File: config.mk
export PLATFORM = sky130hd
export DESIGN_NAME = circuit_breaker_fsm
export DESIGN_NICKNAME = d
export VERILOG_FILES = /design/src/cbf_pkg.sv /design/src/circuit_breaker_fsm.sv /design/src/cbf_cfg.sv /design/src/cbf_core.sv
export SDC_FILE = /design/constraint.sdc
export NUM_CORES = 1
export LEC_CHECK = 0
export BUFFER_PORTS_ARGS = -buffer_cell sky130_fd_sc_hd__clkbuf_2
export CORE_ASPECT_RATIO = 1.75
export CORE_MARGIN = 5
export CORE_UTILIZATION = 45
export DETAILED_ROUTE_END_ITERATION = 8
export PLACE_DENSITY = 0.71
export SLEW_MARGIN = 30
export SYNTH_ARGS = -nofsm -noshare
export SYNTH_HDL_FRONTEND = slang
export SYNTH_SLANG_ARGS = --single-unit
File: constraint.sdc
create_clock -name clk_i -period 7.1 [get_ports clk_i]
set_clock_uncertainty 0.15 [all_clocks]
set_input_delay 1.42 -clock clk_i [delete_from_list [all_inputs] [get_ports clk_i]]
set_output_delay 1.42 -clock clk_i [all_outputs]
set_load 0.01 [all_outputs]
File: src/cbf_pkg.sv
package cbf_pkg;

  typedef enum logic [1:0] {
    MODE_CLOSED = 2'd0,
    MODE_OPEN   = 2'd1,
    MODE_HALF   = 2'd2
  } mode_e;

  typedef enum logic [1:0] {
    OP_REQUEST = 2'd0,
    OP_SUCCESS = 2'd1,
    OP_FAILURE = 2'd2,
    OP_RESET   = 2'd3
  } op_e;

  localparam int unsigned CfgIdxW = 3;
  localparam logic [CfgIdxW-1:0] CFG_FAILURE_LIMIT = 3'd0;
  localparam logic [CfgIdxW-1:0] CFG_SUCCESS_LIMIT = 3'd1;
  localparam logic [CfgIdxW-1:0] CFG_OPEN_TIMEOUT  = 3'd2;
  localparam logic [CfgIdxW-1:0] CFG_PROBE_LIMIT   = 3'd3;

  localparam logic [15:0] FAILURE_LIMIT_RST = 16'd5;
  localparam logic [15:0] SUCCESS_LIMIT_RST = 16'd2;
  localparam logic [31:0] OPEN_TIMEOUT_RST  = 32'd30000;
  localparam logic [15:0] PROBE_LIMIT_RST   = 16'd3;

  typedef struct packed {
    logic [15:0] failure_limit;
    logic [15:0] success_limit;
    logic [31:0] open_timeout;
    logic [15:0] probe_limit;
  } cfg_t;

  typedef struct packed {
    logic        granted;
    mode_e       breaker_state;
    logic [31:0] success_total;
    logic [31:0] failure_total;
    logic [31:0] reject_total;
  } result_t;

  function automatic logic [15:0] sat16(input logic [15:0] v);
    sat16 = (v == 16'hFFFF) ? v : v + 16'd1;
  endfunction

  function automatic logic [31:0] sat32(input logic [31:0] v);
    sat32 = (v == 32'hFFFF_FFFF) ? v : v + 32'd1;
  endfunction

endpackage

File: src/circuit_breaker_fsm.sv
// An accepted item passes the input register, then the result register.
// Throughput: one item per cycle when out_ready_i does not stall the output;
// the breaker state updates as an item moves from input to result register.
// Reset (rst_ni low, asynchronous): breaker closed, runs and totals zero,
// limits back to 5 / 2 / 30000 ms / 3, both stages empty.
module circuit_breaker_fsm
  import cbf_pkg::*;
(
  input  logic               clk_i,
  input  logic               rst_ni,
  input  logic               cfg_we_i,
  input  logic [CfgIdxW-1:0] cfg_index_i,
  input  logic [31:0]        cfg_data_i,
  input  logic               in_valid_i,
  output logic               in_ready_o,
  input  logic [1:0]         operation_i,
  input  logic [31:0]        now_ms_i,
  output logic               out_valid_o,
  input  logic               out_ready_i,
  output logic               granted_o,
  output logic [1:0]         breaker_state_o,
  output logic [31:0]        success_total_o,
  output logic [31:0]        failure_total_o,
  output logic [31:0]        reject_total_o
);

  cfg_t        cfg;
  result_t     res_d, res_q;
  logic        in_valid_q;
  logic [1:0]  op_q;
  logic [31:0] now_q;
  logic        out_valid_q;
  logic        out_free;
  logic        adv;

  assign out_free   = !out_valid_q || out_ready_i;
  assign adv        = in_valid_q && out_free;
  assign in_ready_o = !in_valid_q || out_free;

  cbf_cfg u_cfg (
    .clk_i       (clk_i),
    .rst_ni      (rst_ni),
    .cfg_we_i    (cfg_we_i),
    .cfg_index_i (cfg_index_i),
    .cfg_data_i  (cfg_data_i),
    .cfg_o       (cfg)
  );

  cbf_core u_core (
    .clk_i  (clk_i),
    .rst_ni (rst_ni),
    .adv_i  (adv),
    .op_i   (op_q),
    .now_i  (now_q),
    .cfg_i  (cfg),
    .res_o  (res_d)
  );

  always_ff @(posedge clk_i or negedge rst_ni) begin
    if (!rst_ni) begin
      in_valid_q  <= 1'b0;
      out_valid_q <= 1'b0;
    end else begin
      if (in_ready_o) in_valid_q <= in_valid_i;
      if (out_free) out_valid_q <= in_valid_q;
    end
  end

  // hold payload while stalled
  always_ff @(posedge clk_i) begin
    if (in_valid_i && in_ready_o) begin
      op_q  <= operation_i;
      now_q <= now_ms_i;
    end
    if (adv) res_q <= res_d;
  end

  assign out_valid_o     = out_valid_q;
  assign granted_o       = res_q.granted;
  assign breaker_state_o = res_q.breaker_state;
  assign success_total_o = res_q.success_total;
  assign failure_total_o = res_q.failure_total;
  assign reject_total_o  = res_q.reject_total;

endmodule

File: src/cbf_cfg.sv
module cbf_cfg
  import cbf_pkg::*;
(
  input  logic               clk_i,
  input  logic               rst_ni,
  input  logic               cfg_we_i,
  input  logic [CfgIdxW-1:0] cfg_index_i,
  input  logic [31:0]        cfg_data_i,
  output cfg_t               cfg_o
);

  cfg_t cfg_q;
  cfg_t cfg_d;

  always_comb begin
    cfg_d = cfg_q;
    if (cfg_we_i) begin
      case (cfg_index_i)
        CFG_FAILURE_LIMIT: cfg_d.failure_limit = cfg_data_i[15:0];
        CFG_SUCCESS_LIMIT: cfg_d.success_limit = cfg_data_i[15:0];
        CFG_OPEN_TIMEOUT:  cfg_d.open_timeout  = cfg_data_i;
        CFG_PROBE_LIMIT:   cfg_d.probe_limit   = cfg_data_i[15:0];
        default:           cfg_d = cfg_q;
      endcase
    end
  end

  always_ff @(posedge clk_i or negedge rst_ni) begin
    if (!rst_ni) begin
      cfg_q.failure_limit <= FAILURE_LIMIT_RST;
      cfg_q.success_limit <= SUCCESS_LIMIT_RST;
      cfg_q.open_timeout  <= OPEN_TIMEOUT_RST;
      cfg_q.probe_limit   <= PROBE_LIMIT_RST;
    end else begin
      cfg_q <= cfg_d;
    end
  end

  assign cfg_o = cfg_q;

endmodule

File: src/cbf_core.sv
module cbf_core
  import cbf_pkg::*;
(
  input  logic        clk_i,
  input  logic        rst_ni,
  input  logic        adv_i,
  input  logic [1:0]  op_i,
  input  logic [31:0] now_i,
  input  cfg_t        cfg_i,
  output result_t     res_o
);

  mode_e       mode_q, mode_d;
  logic [15:0] fail_run_q, fail_run_d;
  logic [15:0] success_run_q, success_run_d;
  logic [15:0] probe_q, probe_d;
  logic [31:0] changed_q, changed_d;
  logic [31:0] success_cnt_q, success_cnt_d;
  logic [31:0] failure_cnt_q, failure_cnt_d;
  logic [31:0] reject_cnt_q, reject_cnt_d;

  logic [15:0] fail_inc;
  logic [15:0] success_inc;
  logic [31:0] elapsed;
  logic        timeout_hit;
  logic        close_hit;
  logic        trip_hit;
  logic        grant;

  assign fail_inc    = sat16(fail_run_q);
  assign success_inc = sat16(success_run_q);
  assign elapsed     = now_i - changed_q;
  assign timeout_hit = (mode_q == MODE_OPEN) && (elapsed >= cfg_i.open_timeout);
  assign close_hit   = (mode_q == MODE_HALF) && (success_inc >= cfg_i.success_limit);
  assign trip_hit    = (mode_q == MODE_HALF) ||
                       ((mode_q == MODE_CLOSED) && (fail_inc >= cfg_i.failure_limit));

  // next state
  always_comb begin
    mode_d = mode_q;
    case (op_e'(op_i))
      OP_REQUEST: if (timeout_hit) mode_d = MODE_HALF;
      OP_SUCCESS: if (close_hit) mode_d = MODE_CLOSED;
      OP_FAILURE: if (trip_hit) mode_d = MODE_OPEN;
      OP_RESET:   mode_d = MODE_CLOSED;
      default:    mode_d = mode_q;
    endcase
  end

  // runs, probe count, change time, totals and grant
  always_comb begin
    grant         = 1'b0;
    fail_run_d    = fail_run_q;
    success_run_d = success_run_q;
    probe_d       = probe_q;
    changed_d     = changed_q;
    success_cnt_d = success_cnt_q;
    failure_cnt_d = failure_cnt_q;
    reject_cnt_d  = reject_cnt_q;
    case (op_e'(op_i))
      OP_REQUEST: begin
        case (mode_q)
          MODE_CLOSED: grant = 1'b1;
          MODE_OPEN: begin
            if (timeout_hit) begin
              grant         = 1'b1;
              probe_d       = '0;
              success_run_d = '0;
              changed_d     = now_i;
            end else begin
              reject_cnt_d = sat32(reject_cnt_q);
            end
          end
          MODE_HALF: begin
            if (probe_q < cfg_i.probe_limit) begin
              grant   = 1'b1;
              probe_d = sat16(probe_q);
            end else begin
              reject_cnt_d = sat32(reject_cnt_q);
            end
          end
          default: grant = 1'b0;
        endcase
      end
      OP_SUCCESS: begin
        success_cnt_d = sat32(success_cnt_q);
        fail_run_d    = '0;
        if (close_hit) begin
          success_run_d = '0;
          probe_d       = '0;
          changed_d     = now_i;
        end else begin
          success_run_d = success_inc;
        end
      end
      OP_FAILURE: begin
        failure_cnt_d = sat32(failure_cnt_q);
        success_run_d = '0;
        if (trip_hit) begin
          fail_run_d = '0;
          changed_d  = now_i;
        end else begin
          fail_run_d = fail_inc;
        end
      end
      OP_RESET: begin
        fail_run_d    = '0;
        success_run_d = '0;
        probe_d       = '0;
        changed_d     = now_i;
      end
      default: grant = 1'b0;
    endcase
  end

  always_ff @(posedge clk_i or negedge rst_ni) begin
    if (!rst_ni) begin
      mode_q        <= MODE_CLOSED;
      fail_run_q    <= '0;
      success_run_q <= '0;
      probe_q       <= '0;
      changed_q     <= '0;
      success_cnt_q <= '0;
      failure_cnt_q <= '0;
      reject_cnt_q  <= '0;
    end else if (adv_i) begin
      mode_q        <= mode_d;
      fail_run_q    <= fail_run_d;
      success_run_q <= success_run_d;
      probe_q       <= probe_d;
      changed_q     <= changed_d;
      success_cnt_q <= success_cnt_d;
      failure_cnt_q <= failure_cnt_d;
      reject_cnt_q  <= reject_cnt_d;
    end
  end

  assign res_o.granted       = grant;
  assign res_o.breaker_state = mode_d;
  assign res_o.success_total = success_cnt_d;
  assign res_o.failure_total = failure_cnt_d;
  assign res_o.reject_total  = reject_cnt_d;

endmodule

[After elaboration in Yosys (flattened, before gate mapping)]
Index checks and enable logic that the tools add are counted.
Operators by class
  muxes and demuxes: 34
  order comparisons: 4
  reductions and logical operators: 25
  eq/ne operators: 22
  add/subtract/negate cells: 7
Operators with widths (count)
  2-to-1 mux 32 bit: 12
  2-to-1 mux 16 bit: 9
  case mux 32 bit (4 select lines): 1
  adder 32 x 1 -> 32 bit, second input constant: 3
  equality test 32 bit, second input constant: 3
  case mux 16 bit (3 select lines): 2
  case mux 16 bit (2 select lines): 2
  case mux 32 bit (2 select lines): 1
  adder 16 x 1 -> 16 bit, second input constant: 3
  equality test 16 bit, second input constant: 3
  >= comparator 16 bit: 2
  >= comparator 32 bit: 1
  subtractor 32 bit: 1
  < comparator 16 bit: 1
  AND reduction 2 bit: 5
  != test 2 x 1 -> 1 bit, second input constant: 4
  case mux 2 bit (4 select lines): 1
  AND reduction 7 bit: 1
  equality test 2 bit, second input constant: 3
  equality test 3 x 2 -> 1 bit, second input constant: 2
  2-to-1 mux 2 bit: 3
  != test 3 bit, second input constant: 2
  logical AND 1 bit: 5
  AND reduction 5 bit: 1
  other kinds (14): 21
Storage, ports and cells
  input port bits: 74
  bits in registers: 393
  word-level logic and storage cells: 113
  output and inout bits: 101

[Longest topological paths before layout]
  depth in word-level cells: 7
  depth in mapped cells: 23
  mapped depth without buffers: 21

[Hierarchy]
From an unflattened synthesis, not the netlist that was laid out.
Second synthesis, totals
  cells, all modules: 2026
  area total of the unflattened synthesis: 21464.3 um^2
Modules (own cells, without submodules)
  cbf_core: cells an instance 1713, instances 1, area an instance 14306.2 um^2
  circuit_breaker_fsm: cells an instance 141, instances 1, area an instance 4097.7 um^2
  cbf_cfg: cells an instance 172, instances 1, area an instance 3060.4 um^2

[Least setup slack after synthesis]
Ideal clock, no wire load.
  path type: input to register
  from: in out_ready_i
  to: reg u_core.reject_cnt_q[21]
  data required time: 6861 ps
  data arrival time: 5191 ps
  slack: 1671 ps
  stages: 6
  path buffers: 1
  path through: nand2b_1 nand2_1 inv_2 clkbuf_1 a31oi_1 a21oi_1
On the way
  longest elaborated chain between the ends: 2
Ends and longest elaborated chain
  start: declaration: RTL line circuit_breaker_fsm.sv:19  | input logic out_ready_i,
  logical OR 1 bit: RTL line circuit_breaker_fsm.sv:36  | assign out_free = !out_valid_q || out_ready_i;
  logical AND 1 bit: RTL line circuit_breaker_fsm.sv:37  | assign adv = in_valid_q && out_free;
  net adv: RTL line circuit_breaker_fsm.sv:34  | logic adv;
  end signal: assignment: RTL line cbf_core.sv:134  | reject_cnt_q <= reject_cnt_d;
  end: declaration: RTL line cbf_core.sv:20  | logic [31:0] reject_cnt_q, reject_cnt_d;
The timed path passes the listed nets, and every way through them passes these cells.
A chain may end at the register's enable or synchronous reset.

[Final worst setup path]
  from: reg now_q[0]
  to: reg u_core.probe_q[15]
On the way
  longest elaborated chain between the ends: 5
Ends and longest elaborated chain
  start: declaration: RTL line circuit_breaker_fsm.sv:31  | logic [31:0] now_q;
  start signal: assignment: RTL line circuit_breaker_fsm.sv:73  | now_q <= now_ms_i;
  subtractor 32 bit: RTL line cbf_core.sv:32  | assign elapsed = now_i - changed_q;
  >= comparator 32 bit: RTL line cbf_core.sv:33  | assign timeout_hit = (mode_q == MODE_OPEN) && (elapsed >= cfg_i.open_timeout);
  logical AND 1 bit: RTL line cbf_core.sv:33
  != test 3 x 2 -> 1 bit (no line)
  AND reduction 7 bit (no line)
  end signal: assignment: RTL line cbf_core.sv:130  | probe_q <= probe_d;
  end: declaration: RTL line cbf_core.sv:16  | logic [15:0] probe_q, probe_d;
Every way passes these cells.

==> impl_metrics.env <==
export IMPL_cp_end_kind="flop"
export IMPL_place_congestion=0.913
export IMPL_power_density_mw_per_mm2=304
export IMPL_hold_class="reg -> reg"
export IMPL_cts_root_buf="clkbuf_16"
export IMPL_chipWidth_um=174
export IMPL_drv_cap=0
export IMPL_p_leak_nw=10.8
export IMPL_synth_area_leader_cell="dfrtp_1"
export IMPL_syn_num_nets=2300
export IMPL_slew_violations=0
export IMPL_antenna_found_initial=1
export IMPL_synthTopCellsByArea="dfrtp_1 29%, edfxtp_1 19%, ha_1 7.2%"
export IMPL_dp_hpwl_mm=36.9
export IMPL_status="completed"
export IMPL_cts_hold_buf=0
export IMPL_grt_use_total_pct=19.2
export IMPL_worstPathMaxFanout=16
export IMPL_cts_setup_buffers=0
export IMPL_fin_cells=2866
export IMPL_hold_viol=0
export IMPL_area_delta_synth_final_pct=13.7
export IMPL_post_cts_resized=0
export IMPL_yosysWarnings=0
export IMPL_floorplan_initialDensity_pct=45.2
export IMPL_max_freq_ghz=0.162
export IMPL_ir_drop_mv=0.278
export IMPL_port_buffers=174
export IMPL_layout_drive_gt1_share_pct=16.1
export IMPL_use_met1_pct=20.2
export IMPL_r2r_setup_slack_ns=0.94
export IMPL_crit_path_start_kind="flop"
export IMPL_synth_cell_types=77
export IMPL_clock_tree_htree_level_count=2
export IMPL_synthFlopType="dfrtp_1"
export IMPL_slew_headroom_pct=35.4
export IMPL_rows=105
export IMPL_syn_cell_area_mm2=0.0212
export IMPL_chipHeight_um=297
export IMPL_num_vias=16100
export IMPL_worstMarginPinSlew_ns=0.966
export IMPL_insertedDiodeCount=0
export IMPL_cp_arrival_ns=6.45
export IMPL_cts_inserted_buffers=38
export IMPL_grt_max_degree=177
export IMPL_clk_pin_slew_ns=0.07
export IMPL_required_ns=7.39
export IMPL_synthCells=2104
export IMPL_grtUsageMet3_pct=2.76
export IMPL_clk_latency_ns=0.55
export IMPL_cts_tree="yes"
export IMPL_grt_pass1_vias=16500
export IMPL_finalCriticalPeriod_ns=6.16
export IMPL_criticalPathCategory="reg -> reg"
export IMPL_finalSetupViolCount=0
export IMPL_drc_errors=0
export IMPL_overflow=0
export IMPL_synth_top_area_share_pct=29.3
export IMPL_first_pass_iters=7
export IMPL_ant_nets=0
export IMPL_placed_cells=2795
export IMPL_fin_crit_sh_pct=86.8
export IMPL_drtIter0Drc=977
export IMPL_grtUsageMet2_pct=36.5
export IMPL_synth_edff_count=133
export IMPL_synth_yosys_seq_area_share_pct=49.7
export IMPL_fillers=4121
export IMPL_syn_area_per_cell_um2=10.1
export IMPL_clkSinkCount=393
export IMPL_hold_slack_ns=0.354
export IMPL_die_area_mm2=0.0516
export IMPL_design_final_nets=2444
export IMPL_routed_via_density=5.61
export IMPL_fin_tns_setup_ns=0
export IMPL_async_flop_share_pct=66.2
export IMPL_clock_path_buffers=3
export IMPL_wl_per_cell_um=17.7
export IMPL_rsz0062_at_grt="false"
export IMPL_ioPinCount=175
export IMPL_core_area_mm2=0.0468
export IMPL_grt_busiest_layer="met2"
export IMPL_yosys_register_bits=393
export IMPL_grt_pass1_wl_mm=82.3
export IMPL_routed_wl_mm=50.6
==> power by group <==
part / internal (mW) / switching [mW]
Clock: 1.30 / 0.911
Combinational: 0.936 / 1.33
Sequential: 2.67 / 0.173
Total: 4.90 / 2.42
==> kinds of logic after synthesis <==
| logic type | synth area share [%] |
|---|---|
| AO/OA/AOI/OAI | 12.7 |
| XOR/XNOR | 7.16 |
| adder cells (fa/ha/maj) | 7.25 |
| buffers and inverters | 4.12 |
| flip-flops | 49.7 |
| multiplexers | 3.31 |
| AND/OR/NAND/NOR | 15.8 |
==> layer usage <==
layer | part of all wire (%) | routed length [um]
met1 | 37 | 18600
met2 | 53 | 27000
met3 | 4.6 | 2310
met4 | 5.3 | 2700
met5 | 0.026 | 13
==> path summary, 6_finish.rpt <==
path                            depth (start not counted)                            start                             endpoint
max in group asynchronous                               3                           rst_ni  u_core.success_cnt_q[6]$_DFFE_PN0P_
min in group asynchronous                               1                           rst_ni     u_core.fail_run_q[5]$_DFFE_PN0P_
worst max register to register                         20               now_q[0]$_DFFE_PP_       u_core.probe_q[15]$_DFFE_PN0P_
worst min-delay path                                    1  u_core.changed_q[3]$_DFFE_PN0P_      u_core.changed_q[3]$_DFFE_PN0P_
worst min register to register                          1  u_core.changed_q[3]$_DFFE_PN0P_      u_core.changed_q[3]$_DFFE_PN0P_
worst max-delay path                                   20               now_q[0]$_DFFE_PP_       u_core.probe_q[15]$_DFFE_PN0P_
==> per-stage QoR <==
stage / cell area [um^2] / power, mW / util (%) / setup slack, ns
final: 24100 / 7.32 / 51.4 / 0.937
after global routing: 24100 / 7.78 / 51.4 / 0.606
after CTS: 24000 / 7.39 / 51.4 / 0.974
after detailed placement: 22600 / 5.15 / 48.4 / 0.974
after global placement: 22600 / 5.04 / 48.4 / 1.20
after floorplan: 21200 / 4.49 / - / 1.67
==> state kept, by name, summed over array words and instances, names as in the netlist, 2 cells and up <==
name                  cells
u_core.fail_run_q        16
failure_total_o          32
u_core.reject_cnt_q      32
u_core.changed_q         32
u_cfg.cfg_o              80
reject_total_o           32
op_q                      2
u_core.mode_q             2
breaker_state_o           2
success_total_o          32
u_core.probe_q           16
u_core.success_cnt_q     32
u_core.success_run_q     16
now_q                    32
u_core.failure_cnt_q     32
==> layout by cell type, fill, tap and decap left out, types with 7 or more instances in the layout <==
master and count:
nand2b_1 24, xor2_1 69, nand2_1 256, a21oi_1 120
a31o_2 8, dfrtp_1 248, o41ai_1 22, nor2b_1 8
mux2_2 55, buf_4 13, a22o_1 12, and4_1 10
inv_1 139, ha_1 121, nand3_1 87, clkbuf_16 40
dfstp_2 12, clkinv_2 7, nor3_1 45, o21ai_0 115
a31oi_1 52, xnor2_1 104, o31ai_1 8, edfxtp_1 133
and2_1 19, clkbuf_2 173, and3_1 34, a21o_1 35
or2_2 9, nor2_1 127, mux2i_1 8, nand4_1 42
==> worst max-delay path, cell delays in order (launching register included) <==
cell and delay (ns):
edfxtp_1 0.39, inv_1 0.07, ha_1 0.15, inv_1 0.05, fa_1 0.41, a21o_1 0.23, a31oi_1 0.22, a21oi_1 0.17
nor4_1 0.62, o31ai_1 0.21, a21oi_1 0.26, o31ai_1 0.12, xor2_1 0.15, ha_1 0.33, nand4_1 0.17, nor4_2 0.35
o2111ai_1 0.29, a311oi_2 0.37, o21ai_2 0.25, or3_1 0.68, o41ai_1 0.40
==> final cells by class <==
cell class	count	area [um^2]	area share (%)
sequential	393	10500	43.7
tap	588	736	3.06
timing repair buffer	190	1050	4.38
inverter	140	531	2.21
multi-input combinational	1485	9840	40.9
clock buffer	46	1060	4.42
clock inverter	24	309	1.28
==> synth_stat cells, types with 55 or more instances <==
library cell	count
a21oi_1	121
clkbuf_1	69
dfrtp_1	248
edfxtp_1	133
ha_1	121
inv_1	139
mux2_2	55
nand2_1	257
nand3_1	87
nor2_1	128
o21ai_0	115
xnor2_1	104
xor2_1	69
Power figures use the tool's default switching activity.
